$ cat config.mk
export PLATFORM = sky130hd
export DESIGN_NAME = logical_immediate_encoder
export DESIGN_NICKNAME = d
export VERILOG_FILES = /design/src/hw/rtl/lie_pkg.sv /design/src/hw/rtl/logical_immediate_encoder.sv /design/src/hw/rtl/lie_encode.sv
export SDC_FILE = /design/constraint.sdc
export NUM_CORES = 1
export LEC_CHECK = 0
export BUFFER_PORTS_ARGS = -buffer_cell sky130_fd_sc_hd__buf_4
export CORE_MARGIN = 3
export CORE_UTILIZATION = 30
export CTS_CLUSTER_SIZE = 8
export DETAILED_ROUTE_END_ITERATION = 8
export GPL_TIMING_DRIVEN = 1
export HOLD_SLACK_MARGIN = 0.15
export PLACE_DENSITY = 0.44
export SETUP_SLACK_MARGIN = 0.3
export SYNTH_ARGS = -nofsm -noshare
export SYNTH_HDL_FRONTEND = slang
export SYNTH_SLANG_ARGS = --single-unit
$ cat constraint.sdc
create_clock -name clock -period 25.1 [get_ports clock]
set_clock_uncertainty 0.1 [all_clocks]
set_input_delay 7.53 -clock clock [delete_from_list [all_inputs] [get_ports clock]]
set_output_delay 7.53 -clock clock [all_outputs]
set_load 0.1 [all_outputs]
$ cat src/hw/rtl/lie_pkg.sv
// Shared types and constants for the logical immediate encoder.
// No dependencies; used by lie_encode, logical_immediate_encoder and lie_checker.
package lie_pkg;

   // Seed ORed into the ones count less one before it is shifted per element size
   localparam logic [12:0] IMMS_SEED  = 13'h1780;
   // Keep the N bit and the six imms bits after shifting
   localparam logic [12:0] FIELD_MASK = 13'h103f;
   // Encoded word given for a constant that cannot be encoded
   localparam logic [31:0] FAIL_WORD  = 32'hffff_ffff;
   // Element sizes tried: 64, 32, 16, 8, 4, 2
   localparam int unsigned NUM_SIZES  = 6;

   // Request item: constant and operation width
   typedef struct packed {
      logic [63:0] value;
      logic        is_wide;
   } req_type;

   // Result item: encodable flag, placed word and the three fields
   typedef struct packed {
      logic        valid_res;
      logic [31:0] encoded_word;
      logic        n_bit;
      logic [5:0]  rotate_amount;
      logic [5:0]  size_and_ones;
   } rsp_type;

endpackage

$ cat src/hw/rtl/logical_immediate_encoder.sv
// Top level of the logical (bitmask) immediate encoder.
// Depends on lie_pkg and lie_encode.
//
//   channel | direction | handshake          | payload
//   --------+-----------+--------------------+---------------------------
//   req     | in        | req_valid/ready    | lie_pkg::req_type (value, is_wide)
//   rsp     | out       | rsp_valid/ready    | lie_pkg::rsp_type (five result fields)
//
// One item per cycle while rsp is not stalled; a request passes the input register,
// encode logic and result register before rsp_valid shows its result.
// Reset clears both valid flags; no clearing pass is needed.
// A stalled result holds in the result register while the input register can
// still take one more item; req_ready drops only when both are full and rsp
// is stalled.
module logical_immediate_encoder (
   input  logic             clock,
   input  logic             reset,
   input  logic             req_valid,
   output logic             req_ready,
   input  lie_pkg::req_type req_data,
   output logic             rsp_valid,
   input  logic             rsp_ready,
   output lie_pkg::rsp_type rsp_data
);

   logic             in_valid_ff, in_valid_in;
   lie_pkg::req_type in_req_ff;
   logic             out_valid_ff, out_valid_in;
   lie_pkg::rsp_type out_rsp_ff;
   lie_pkg::rsp_type enc_rsp;
   logic             out_free;
   logic             advance;
   logic             take;

   // Handshake: result register frees up when empty or taken
   assign out_free  = !out_valid_ff || rsp_ready;
   assign advance   = in_valid_ff && out_free;
   assign req_ready = !in_valid_ff || out_free;
   assign take      = req_valid && req_ready;

   assign in_valid_in  = take || (in_valid_ff && !out_free);
   assign out_valid_in = advance || (out_valid_ff && !rsp_ready);

   lie_encode u_encode (
      .req (in_req_ff),
      .rsp (enc_rsp)
   );

   // Valid flags
   always_ff @(posedge clock) begin
      if (reset) begin
         in_valid_ff  <= 1'b0;
         out_valid_ff <= 1'b0;
      end else begin
         in_valid_ff  <= in_valid_in;
         out_valid_ff <= out_valid_in;
      end
   end

   // Payload: load on acceptance, hold otherwise
   always_ff @(posedge clock) begin
      if (take) begin
         in_req_ff <= req_data;
      end
      if (advance) begin
         out_rsp_ff <= enc_rsp;
      end
   end

   assign rsp_valid = out_valid_ff;
   assign rsp_data  = out_rsp_ff;

endmodule

$ cat src/hw/rtl/lie_encode.sv
// Combinational bitmask immediate encoder: one request item in, one result out.
// Depends on lie_pkg for the item types and field constants.
module lie_encode (
   input  lie_pkg::req_type req,
   output lie_pkg::rsp_type rsp
);

   // Count leading zeros of one byte (8 when zero)
   function automatic logic [3:0] clz8(input logic [7:0] b);
      logic [3:0] n;
      logic       hit;
      n   = 4'd8;
      hit = 1'b0;
      for (int i = 7; i >= 0; i--) begin
         if (!hit && b[i]) begin
            n   = 4'(7 - i);
            hit = 1'b1;
         end
      end
      return n;
   endfunction

   // Count leading zeros of a 64-bit word, byte by byte from the top (64 when zero)
   function automatic logic [6:0] clz64(input logic [63:0] w);
      logic [6:0] n;
      logic       hit;
      n   = 7'd64;
      hit = 1'b0;
      for (int k = 7; k >= 0; k--) begin
         if (!hit && (w[k*8 +: 8] != 8'd0)) begin
            n   = 7'(8 * (7 - k)) + {3'd0, clz8(w[k*8 +: 8])};
            hit = 1'b1;
         end
      end
      return n;
   endfunction

   // Reverse bit order so trailing zeros become leading zeros
   function automatic logic [63:0] rev64(input logic [63:0] w);
      logic [63:0] r;
      for (int i = 0; i < 64; i++) begin
         r[i] = w[63 - i];
      end
      return r;
   endfunction

   // Count ones: per byte, then sum the eight byte counts
   function automatic logic [6:0] pop64(input logic [63:0] w);
      logic [6:0] sum;
      logic [3:0] part;
      sum = 7'd0;
      for (int k = 0; k < 8; k++) begin
         part = 4'd0;
         for (int i = 0; i < 8; i++) begin
            part = part + {3'd0, w[k*8 + i]};
         end
         sum = sum + {3'd0, part};
      end
      return sum;
   endfunction

   logic [63:0] v;
   logic [63:0] nv;
   logic        degenerate;
   logic [6:0]  lz, ilz, tz, itz, pop;
   logic [12:0] seed_or;
   logic [4:0]  halves_eq;
   logic [5:0]  hit_a, hit_b;
   logic [5:0]  rot [lie_pkg::NUM_SIZES];
   logic [12:0] field [lie_pkg::NUM_SIZES];
   logic        found;
   logic        alive;
   logic [5:0]  sel_rot;
   logic [12:0] sel_field;

   // Widen a 32-bit operand by ORing its low half into the upper half
   assign v          = req.is_wide ? req.value : (req.value | {req.value[31:0], 32'd0});
   assign nv         = ~v;
   assign degenerate = (v == 64'd0) || (nv == 64'd0);

   // Whole-word counts shared by every element size
   assign lz  = clz64(v);
   assign ilz = clz64(nv);
   assign tz  = clz64(rev64(v));
   assign itz = clz64(rev64(nv));
   assign pop = pop64(v);

   assign seed_or = lie_pkg::IMMS_SEED | {6'd0, pop - 7'd1};

   // Check, per element size, for a plain or a wrapped run and the two halves
   always_comb begin
      logic [7:0] size;
      logic [7:0] epop;
      logic [63:0] mask;
      int unsigned half;
      for (int e = 0; e < lie_pkg::NUM_SIZES; e++) begin
         size     = 8'(64 >> e);
         epop     = {1'b0, pop >> e};
         hit_a[e] = (({1'b0, lz} + {1'b0, tz}) == (size - epop));
         hit_b[e] = (({1'b0, ilz} + {1'b0, itz}) == epop);
         if (hit_a[e]) begin
            rot[e] = (tz != 7'd0) ? 6'(size - {1'b0, tz}) : 6'd0;
         end else begin
            rot[e] = ilz[5:0];
         end
         field[e] = (seed_or >> e) & lie_pkg::FIELD_MASK;
      end
      for (int e = 0; e < lie_pkg::NUM_SIZES - 1; e++) begin
         half         = 32 >> e;
         mask         = (64'd1 << half) - 64'd1;
         halves_eq[e] = (((v ^ (v >> half)) & mask) == 64'd0);
      end
   end

   // Take the largest size that matches, stopping where the halves differ
   always_comb begin
      found     = 1'b0;
      alive     = !degenerate;
      sel_rot   = 6'd0;
      sel_field = 13'd0;
      for (int e = 0; e < lie_pkg::NUM_SIZES; e++) begin
         if (alive) begin
            if (hit_a[e] || hit_b[e]) begin
               found     = 1'b1;
               alive     = 1'b0;
               sel_rot   = rot[e];
               sel_field = field[e];
            end else if (e < lie_pkg::NUM_SIZES - 1) begin
               if (!halves_eq[e]) begin
                  alive = 1'b0;
               end
            end
         end
      end
   end

   // Place the fields, or give the failure pattern
   always_comb begin
      if (found) begin
         rsp.valid_res     = 1'b1;
         rsp.encoded_word  = {9'd0, sel_field[12], sel_rot, sel_field[5:0], 10'd0};
         rsp.n_bit         = sel_field[12];
         rsp.rotate_amount = sel_rot;
         rsp.size_and_ones = sel_field[5:0];
      end else begin
         rsp.valid_res     = 1'b0;
         rsp.encoded_word  = lie_pkg::FAIL_WORD;
         rsp.n_bit         = 1'b0;
         rsp.rotate_amount = 6'd0;
         rsp.size_and_ones = 6'd0;
      end
   end

endmodule

==> flow_summary_export.csv, run 1 <==
group,metric,value,unit
clock_network,clk_path_buf_depth,2,
detailed_routing,wire_per_inst,24.9,um
sta,hold_viol,0,
synthesis,ys_warn_count,0,
worst_setup_path,critPathArrivalTime,8.22,ns
global_route,grt_use_total,0.232,
detailed_routing,drt_wl_total,52.6,mm
sta,fmax,0.0631,GHz
sta,layout_min_cycle_time,15.85,ns
synthesis,synth.cell_area,12800,um2
die,start_util,0.304,
global_route,antenna_found_initial,0,
synthesis,ys_types,114,
clock_network,cts.reportedPaths.clkPinSlew,0.07,ns
worst_setup_path,reg2regPathDepth,35,
detailed_routing,viasPerCell,5.80,
worst_setup_path,worst_setup_path_end_kind,"output pin",
detailed_routing,drc,0,
clock_network,cts_hold_buffers,0,
detailed_routing,drt_iter0_markers,1036,
die,io_pins,117,
layout,area_delta_synth_final,12.7,%
worst_setup_path,crit_fanout,4,
worst_setup_path,cpMaxStageDelayCell,"nor2b_1",
detailed_routing,drtPass1Iterations,6,
layout,final_cell_mix,"buf_4, inv_1, a21oi_1, nor2_1, nand2_1",
die,core,42000,um2
hold_path,holdPathStages,2,
synthesis,async_flop_share,0,
synthesis,ys_seq_area_frac,0.221,
die,row_count,75,
clock_network,clk_latency,0.38,ns
sta,setup_slack,9.25,ns
run_status,outcome,"finished clean",
layout,final_common_cell,"buf_4",
clock_network,cts.repair.resized,0,
worst_setup_path,critPathKind,"in2out",
worst_setup_path,cpMostUsedCell,"buf_4",
clock_network,cts_tree,"yes",
global_route,grt_max_degree,66,
clock_network,cts_sinks,95,
worst_setup_path,max_stage_delay,0.24,ns
synthesis,ys.flop_type,"edfxtp_1",
detailed_routing,ant_nets,0,
placement,place.gp.congestion,1.00,
worst_setup_path,r2r_slack,13.65,ns
synthesis,ys_seq_elements,95,
hold_path,hold_class,"reg2reg",
sta,slew_headroom,0.0988,
sta,tns,0,ns
die,fp.dieW,213,um
sta,report.final.slew_viol_count,0,
synthesis,syn-num-nets,1672,
worst_setup_path,cp.required,17.47,ns
worst_setup_path,worstSetupStartpointType,"input pin",
layout,final_nets,1751,
clock_network,numCtsBuffers,9,
synthesis,netlist_instances,1485,
clock_network,cts_root_buf,"clkbuf_16",
synthesis,synth.avg_cell_area,8.62,um2
clock_network,cts_setup_buffers,0,
sta,worst_slew_pin_slew,1.34,ns
global_route,grt-ovfl-total,0,
layout,nFillCells,4428,
placement,dp_slack,9.24,ns
placement,dpl.hpwl,41.5,mm
sta,setup_viol,0,
layout,seqCellArea,2830,um2
clock_network,htree_num_levels,3,
die,die_area,45200,um2
die,fp.dieH,213,um
global_route,grt_pass1_wl,78.1,mm
sta,period_share,0.632,
layout,drive_gt1_frac,0.156,
global_route,grt_pass1_vias,12052,
sta,rsz0062_at_grt,"no",
placement,port_buffers,116,
detailed_routing,vias,12224,
job,max_cap_violations,0,
worst_setup_path,crit_path_cell_trace,"buf_4 > nor2b_1 > nand2_1 > buf_4",
layout,multi_input_area,9000,um2
synthesis,synth_edf_count,93,
-- worst max-delay path: cells and delay by family --
| family | cells | cell delay, ns |
|---|---|---|
| simple gates | 2 | 0.34 |
| buf+inv | 2 | 0.35 |
-- metal layers --
metal	global-route usage	wire length, um	up-vias
li1	-	-	5633
met1	0.311	23400	6010
met2	0.371	24100	476
met3	0.0345	2700	105
met4	0.105	2420	0
met5	0	0	-
-- synth_stat cells (all sizes together) (7+ instances only) --
library cell	instances	area [um2]
a211o	7	61.3
edfxtp	93	2790
o22ai	38	244
nor4	24	205
a211oi	12	105
nand2b	22	138
and3	7	43.8
or4	12	97.6
o21bai	14	135
a31oi	17	106
xnor2	70	628
a21oi	110	562
o211ai	11	82.6
inv	137	517
nand4	29	194
nor2	108	410
xnor3	9	203
nand2	100	380
nand3	29	150
a21o	27	203
a21boi	21	169
ha	65	813
nor2b	29	189
o2111ai	19	233
a2111oi	14	191
fa	53	1060
o21ai	88	440
buf	59	368
clkbuf	21	81.3
a22oi	10	75.1
o31ai	10	75.1
a221oi	8	76.3
nor3b	7	57.6
or2	14	87.6
nor3	39	210
and2	13	83.8
xor2	31	272
-- cells by family (layout without fill, tap and decap cells) --
logic type / count (synthesis) / in the layout / synth area share
XOR/XNOR: 112 / 112 / 0.0898
adder cells (fa/ha/maj): 118 / 118 / 0.146
multiplexers: 7 / 7 / 0.00577
buffers and inverters: 218 / 302 / 0.0757
other: 0 / 1 / 0
AO/OA/AOI/OAI: 472 / 472 / 0.265
AND/OR/NAND/NOR: 463 / 463 / 0.196
flip-flops: 95 / 95 / 0.221
-- sequential cells by signal, indices dropped and copies added, names as in the netlist --
signal and flops:
rsp_valid 1, in_req_ff 65, in_valid_ff 1, rsp_data 28
-- through the flow --
stage                     hold slack (ns)  cell area (um2)  cells   util
after floorplan                     0.378            12800   1485      -
after global placement              0.409            14100   2092  0.336
after detailed placement            0.402            14100   2092  0.336
after CTS                           0.410            14400   2108  0.343
after global routing                0.445            14400   2108  0.343
final                               0.405            14400   2109  0.343
-- layout make-up --
cell class	instances	area share
diodes	1	0.000173
inverters	138	0.0361
flip-flops and latches	95	0.196
clock inverters	7	0.00434
multi-input cells	1172	0.624
clock buffers	9	0.0156
repair buffers	148	0.0770
well taps	539	0.0467
-- worst paths after layout --
check                         start                          to
min          in_valid_ff$_SDFF_PP0_        rsp_valid$_SDFF_PP0_
max                       rsp_ready                   req_ready
max reg2reg  in_req_ff[0]$_DFFE_PP_  rsp_data[34]$_SDFFCE_PN1P_
min reg2reg  in_valid_ff$_SDFF_PP0_        rsp_valid$_SDFF_PP0_
Power of run 1 is not shown: default switching activity piles up to over one toggle a cycle in this logic, so the estimate is an artifact.
==> run 2: changes to the inputs <==
==> constraint.sdc (replaced) <==
create_clock -name clock -period 15.6 [get_ports clock]
set_clock_uncertainty 0.1 [all_clocks]
set_input_delay 4.68 -clock clock [delete_from_list [all_inputs] [get_ports clock]]
set_output_delay 4.68 -clock clock [all_outputs]
set_load 0.1 [all_outputs]
==> run 2 against run 1 <==
Cell area hardly changed. Critical path type is now reg2reg. Setup slack lost 5.7 ns. Largest cell class unchanged. Clock-buffer cell count is 1 higher. Wire length rose by 2.2%.
==> flow_summary_export.csv, run 2 (synthesis results as in run 1) <==
group,metric,value,unit
sta,setup_viol,0,
clock_network,htree_num_levels,3,
die,row_count,75,
detailed_routing,viasPerCell,5.85,
detailed_routing,drc,0,
sta,hold_viol,0,
detailed_routing,drt_wl_total,53.8,mm
global_route,grt_pass1_vias,11949,
worst_setup_path,critPathArrivalTime,12.12,ns
sta,fmax,0.0828,GHz
clock_network,cts_tree,"yes",
detailed_routing,drt_iter0_markers,1357,
die,fp.dieW,213,um
clock_network,cts_sinks,95,
sta,layout_min_cycle_time,12.08,ns
placement,place.gp.congestion,1.00,
clock_network,clk_path_buf_depth,2,
detailed_routing,drtPass1Iterations,6,
layout,drive_gt1_frac,0.156,
sta,slew_headroom,0.276,
worst_setup_path,crit_fanout,53,
worst_setup_path,critPathKind,"reg2reg",
sta,rsz0062_at_grt,"no",
worst_setup_path,worstSetupStartpointType,"register",
worst_setup_path,cpMostUsedCell,"fa_1",
layout,final_common_cell,"buf_4",
clock_network,cts_root_buf,"clkbuf_16",
layout,final_util,0.343,
layout,largest_reg_flops,65,
clock_network,clk_latency,0.39,ns
detailed_routing,vias,12324,
worst_setup_path,max_stage_delay,0.99,ns
global_route,grt-ovfl-total,0,
clock_network,cts_setup_buffers,0,
global_route,grt_max_degree,66,
detailed_routing,ant_nets,0,
worst_setup_path,worst_setup_path_end_kind,"register",
clock_network,cts.repair.resized,0,
job,max_cap_violations,0,
clock_network,cts.reportedPaths.clkPinSlew,0.07,ns
layout,top_register,"in_req_ff",
clock_network,cts_hold_buffers,0,
placement,port_buffers,116,
global_route,grt_use_total,0.236,
layout,nFillCells,4415,
layout,area_delta_synth_final,12.7,%
layout,final_cell_mix,"buf_4, inv_1, a21oi_1, nor2_1, nand2_1",
sta,tns,0,ns
die,core,42000,um2
die,io_pins,117,
sta,report.final.slew_viol_count,0,
die,die_area,45200,um2
clock_network,numCtsBuffers,9,
sta,period_share,0.774,
placement,dpl.hpwl,41.9,mm
detailed_routing,wire_per_inst,25.5,um
worst_setup_path,cpMaxStageDelayCell,"clkinv_1",
sta,worst_slew_pin_slew,1.08,ns
run_status,outcome,"finished clean",
global_route,grt_pass1_wl,78.5,mm
die,fp.dieH,213,um
die,start_util,0.304,
hold_path,hold_class,"reg2reg",
layout,final_nets,1751,
global_route,antenna_found_initial,0,
worst_setup_path,cp.required,15.64,ns
layout,diodes,0,
==> run 2: cell count changes in the layout (fill, tap and decap cells not counted), sizes merged <==
cell,previous run,this run
clkbuf,9,10
clkinvlp,1,0
clkinv,3,4
diode,1,0
inv,141,140
==> run 2: layout make-up <==
type / instances / area (um2) / share of cell area
Tap cell: 539 / 674 / 0.0468
Inverter: 138 / 520 / 0.0361
Clock buffer: 10 / 229 / 0.0159
Sequential cell: 95 / 2830 / 0.196
Multi-Input combinational cell: 1172 / 9000 / 0.624
Clock inverter: 6 / 53.8 / 0.00373
Timing Repair Buffer: 148 / 1110 / 0.0770
==> run 2: critical path, delay by kind of cell, from the launching register on <==
family	cells	cell delay, ns
buffers and inverters	9	2.26
flip-flops	1	0.33
AO/OA/AOI/OAI	8	2.93
XOR/XNOR	2	0.39
adder cells (fa/ha/maj)	11	4.99
AND/OR/NAND/NOR	5	0.80
==> run 2: worst paths after layout <==
path / startpoint / end / slack, ns / cells after the start
max: in_req_ff[0]$_DFFE_PP_ / rsp_data[23]$_SDFFCE_PN1P_ / 3.52 / 35
min: in_valid_ff$_SDFF_PP0_ / rsp_valid$_SDFF_PP0_ / 0.42 / 2
max reg2reg: in_req_ff[0]$_DFFE_PP_ / rsp_data[23]$_SDFFCE_PN1P_ / 3.52 / 35
min reg2reg: in_valid_ff$_SDFF_PP0_ / rsp_valid$_SDFF_PP0_ / 0.42 / 2
==> run 2: layer usage <==
metal	global-route usage	wire, um
met1	0.313	23000
met2	0.361	23500
met3	0.0362	3640
met4	0.143	3690
met5	0	0
==> run 2: metrics by stage <==
step | instances | hold WS [ns] | worst slack (ns) | cell area [um2]
floorplan | 1485 | 0.378 | 5.36 | 12800
global placement | 2092 | 0.397 | 3.88 | 14100
detailed placement | 2092 | 0.401 | 3.68 | 14100
CTS | 2108 | 0.415 | 3.65 | 14400
global route | 2108 | 0.451 | 3.00 | 14400
finish | 2108 | 0.416 | 3.52 | 14400
Power of run 2 is left out for the same reason.
==> run 3: changes to the inputs <==
--- a/config.mk
+++ b/config.mk
@@ -12,7 +12,7 @@
 export DETAILED_ROUTE_END_ITERATION = 8
 export GPL_TIMING_DRIVEN = 1
 export HOLD_SLACK_MARGIN = 0.15
-export PLACE_DENSITY = 0.44
+export PLACE_DENSITY = 0.46
 export SETUP_SLACK_MARGIN = 0.3
 export SYNTH_ARGS = -nofsm -noshare
 export SYNTH_HDL_FRONTEND = slang
==> constraint.sdc (replaced) <==
create_clock -name clock -period 10.8 [get_ports clock]
set_clock_uncertainty 0.1 [all_clocks]
set_input_delay 3.24 -clock clock [delete_from_list [all_inputs] [get_ports clock]]
set_output_delay 3.24 -clock clock [all_outputs]
set_load 0.1 [all_outputs]
==> run 3 against run 2 <==
Cell area grew 1.9%. Critical path type unchanged. Wire length decreased by 0.38%. Register-to-register slack got worse by 2.8 ns. Global-route usage shrank 0.052 points. Setup slack lost 2.8 ns. Sequential share of layout area fell by 0.36 points. Clock-buffer cell count stayed put. Via count grew 1.5%. Critical endpoint unchanged.
==> flow_summary_export.csv, run 3 (synthesis results as in run 1) <==
group,metric,value,unit
layout,fin_cells,2133,
clock_network,cts_tree,"yes",
worst_setup_path,startpoint,"in_req_ff[0]$_DFFE_PP_",
worst_setup_path,critPathArrivalTime,10.15,ns
job,max_cap_violations,0,
layout,final_util,0.350,
clock_network,clk_path_buf_depth,2,
detailed_routing,drt_iter0_markers,1235,
worst_setup_path,critPathKind,"reg2reg",
die,die_area,45200,um2
detailed_routing,drtPass1Iterations,6,
die,fp.dieH,213,um
worst_setup_path,max_stage_delay,0.54,ns
detailed_routing,drc,0,
layout,final_cell_mix,"buf_4, inv_1, a21oi_1, nor2_1, nand2_1",
die,start_util,0.304,
hold_path,worstHoldStart,"in_valid_ff$_SDFF_PP0_",
global_route,grt_use_total,0.235,
clock_network,numCtsBuffers,9,
die,row_count,75,
sta,period_share,0.935,
layout,nFillCells,4390,
detailed_routing,wire_per_inst,25.1,um
placement,place.gp.congestion,1.01,
clock_network,cts.reportedPaths.clkPinSlew,0.07,ns
sta,hold_viol,0,
worst_setup_path,reg2regPathDepth,36,
layout,multi_input_area,9030,um2
worst_setup_path,reg2reg_to,"rsp_data[23]$_SDFFCE_PN1P_",
global_route,antenna_found_initial,0,
run_status,outcome,"finished clean",
detailed_routing,vias,12510,
sta,rsz0062_at_grt,"yes",
clock_network,htree_num_levels,3,
global_route,grt-ovfl-total,0,
placement,dp_cells,2114,
worst_setup_path,cp_top_family,"adder cells",
layout,area_delta_synth_final,14.8,%
layout,final_nets,1776,
hold_path,hold_class,"reg2reg",
layout,final_common_cell,"buf_4",
placement,dpl.hpwl,43.0,mm
global_route,grt_pass1_wl,79.0,mm
die,core,42000,um2
global_route,grt_pass1_vias,12071,
layout,diodes,0,
worst_setup_path,cpMaxStageDelayCell,"fa_1",
sta,setup_viol,0,
worst_setup_path,critical_path_cell_count,36,
layout,top_register,"in_req_ff",
worst_setup_path,r2r_slack,0.70,ns
clock_network,cts_sinks,95,
detailed_routing,ant_nets,0,
worst_setup_path,cp.required,10.85,ns
placement,port_buffers,116,
layout,fin_area,14700,um2
sta,layout_min_cycle_time,10.10,ns
sta,worst_slew_pin_slew,1.27,ns
layout,largest_reg_flops,65,
global_route,grt_max_degree,66,
clock_network,clk_latency,0.40,ns
sta,fmax,0.0990,GHz
detailed_routing,drt_wl_total,53.6,mm
die,fp.dieW,213,um
worst_setup_path,r2r-start,"in_req_ff[0]$_DFFE_PP_",
sta,slew_headroom,0.148,
worst_setup_path,crit_fanout,34,
placement,place_area,14300,um2
layout,drive_gt1_frac,0.174,
layout,seqCellArea,2830,um2
sta,report.final.slew_viol_count,0,
worst_setup_path,cp-endpoint,"rsp_data[23]$_SDFFCE_PN1P_",
clock_network,cts_root_buf,"clkbuf_16",
detailed_routing,viasPerCell,5.86,
worst_setup_path,cp_num_buf_inv,10,
die,io_pins,117,
worst_setup_path,cpMostUsedCell,"fa_1",
worst_setup_path,worstSetupStartpointType,"register",
worst_setup_path,worst_setup_path_end_kind,"register",
sta,tns,0,ns
run 3: cell types whose count changed in the layout (fill, tap and decap cells not counted), sizes merged:
| cell | delta |
|---|---|
| buf | +25 |
| clkinvlp | +1 |
| bufinv | +2 |
| inv | -2 |
| clkinv | -1 |
run 3: worst min-delay path: cells and delay by family (launching register included):
kind	cells	cell delay, ns
and+or+nand+nor	2	0.14
DFF	1	0.33
run 3: cell type report:
cell class,count,share of cell area
timing repair buffer,173,0.0892
tap,539,0.0459
clock inverter,6,0.00639
sequential,95,0.193
multi-input combinational,1172,0.615
clock buffer,10,0.0156
inverter,138,0.0356
run 3: per-layer routing:
metal / share of wire / vias to the layer above / global-route usage / wire (um)
met5: 0 / - / 0 / 0
met4: 0.048 / 0 / 0.103 / 2550
met3: 0.063 / 121 / 0.0382 / 3370
met2: 0.46 / 571 / 0.379 / 24500
met1: 0.43 / 6141 / 0.312 / 23200
li1: - / 5677 / - / -
run 3: how the worst min path moves through the flow:
| stage | endpoint | cells after the start | slack (ns) |
|---|---|---|---|
| 2_1_floorplan | rsp_valid$_SDFF_PP0_ | 2 | 0.38 |
| 3_3_place_gp | rsp_valid$_SDFF_PP0_ | 2 | 0.40 |
| 3_5_place_dp | rsp_valid$_SDFF_PP0_ | 2 | 0.40 |
| 4_1_cts | rsp_valid$_SDFF_PP0_ | 2 | 0.41 |
| 5_1_grt | rsp_valid$_SDFF_PP0_ | 2 | 0.47 |
| 6_report | rsp_valid$_SDFF_PP0_ | 2 | 0.41 |
run 3: per-stage QoR:
step	hold WS, ns	setup slack [ns]
2_1_floorplan	0.378	0.683
3_3_place_gp	0.399	0.692
3_5_place_dp	0.399	0.532
4_1_cts	0.413	0.529
5_1_grt	0.466	0.258
6_report	0.413	0.700
run 3: what timing repair did:
| action | in CTS | in global routing |
|---|---|---|
| gates resized for setup | 0 | 11 |
| endpoints found under the setup margin | 0 | 21 |
| hold buffers | 0 | 0 |
| hold endpoints to repair | 0 | 0 |
| buffers inserted | 0 | 3 |
Power of run 3 is left out for the same reason.
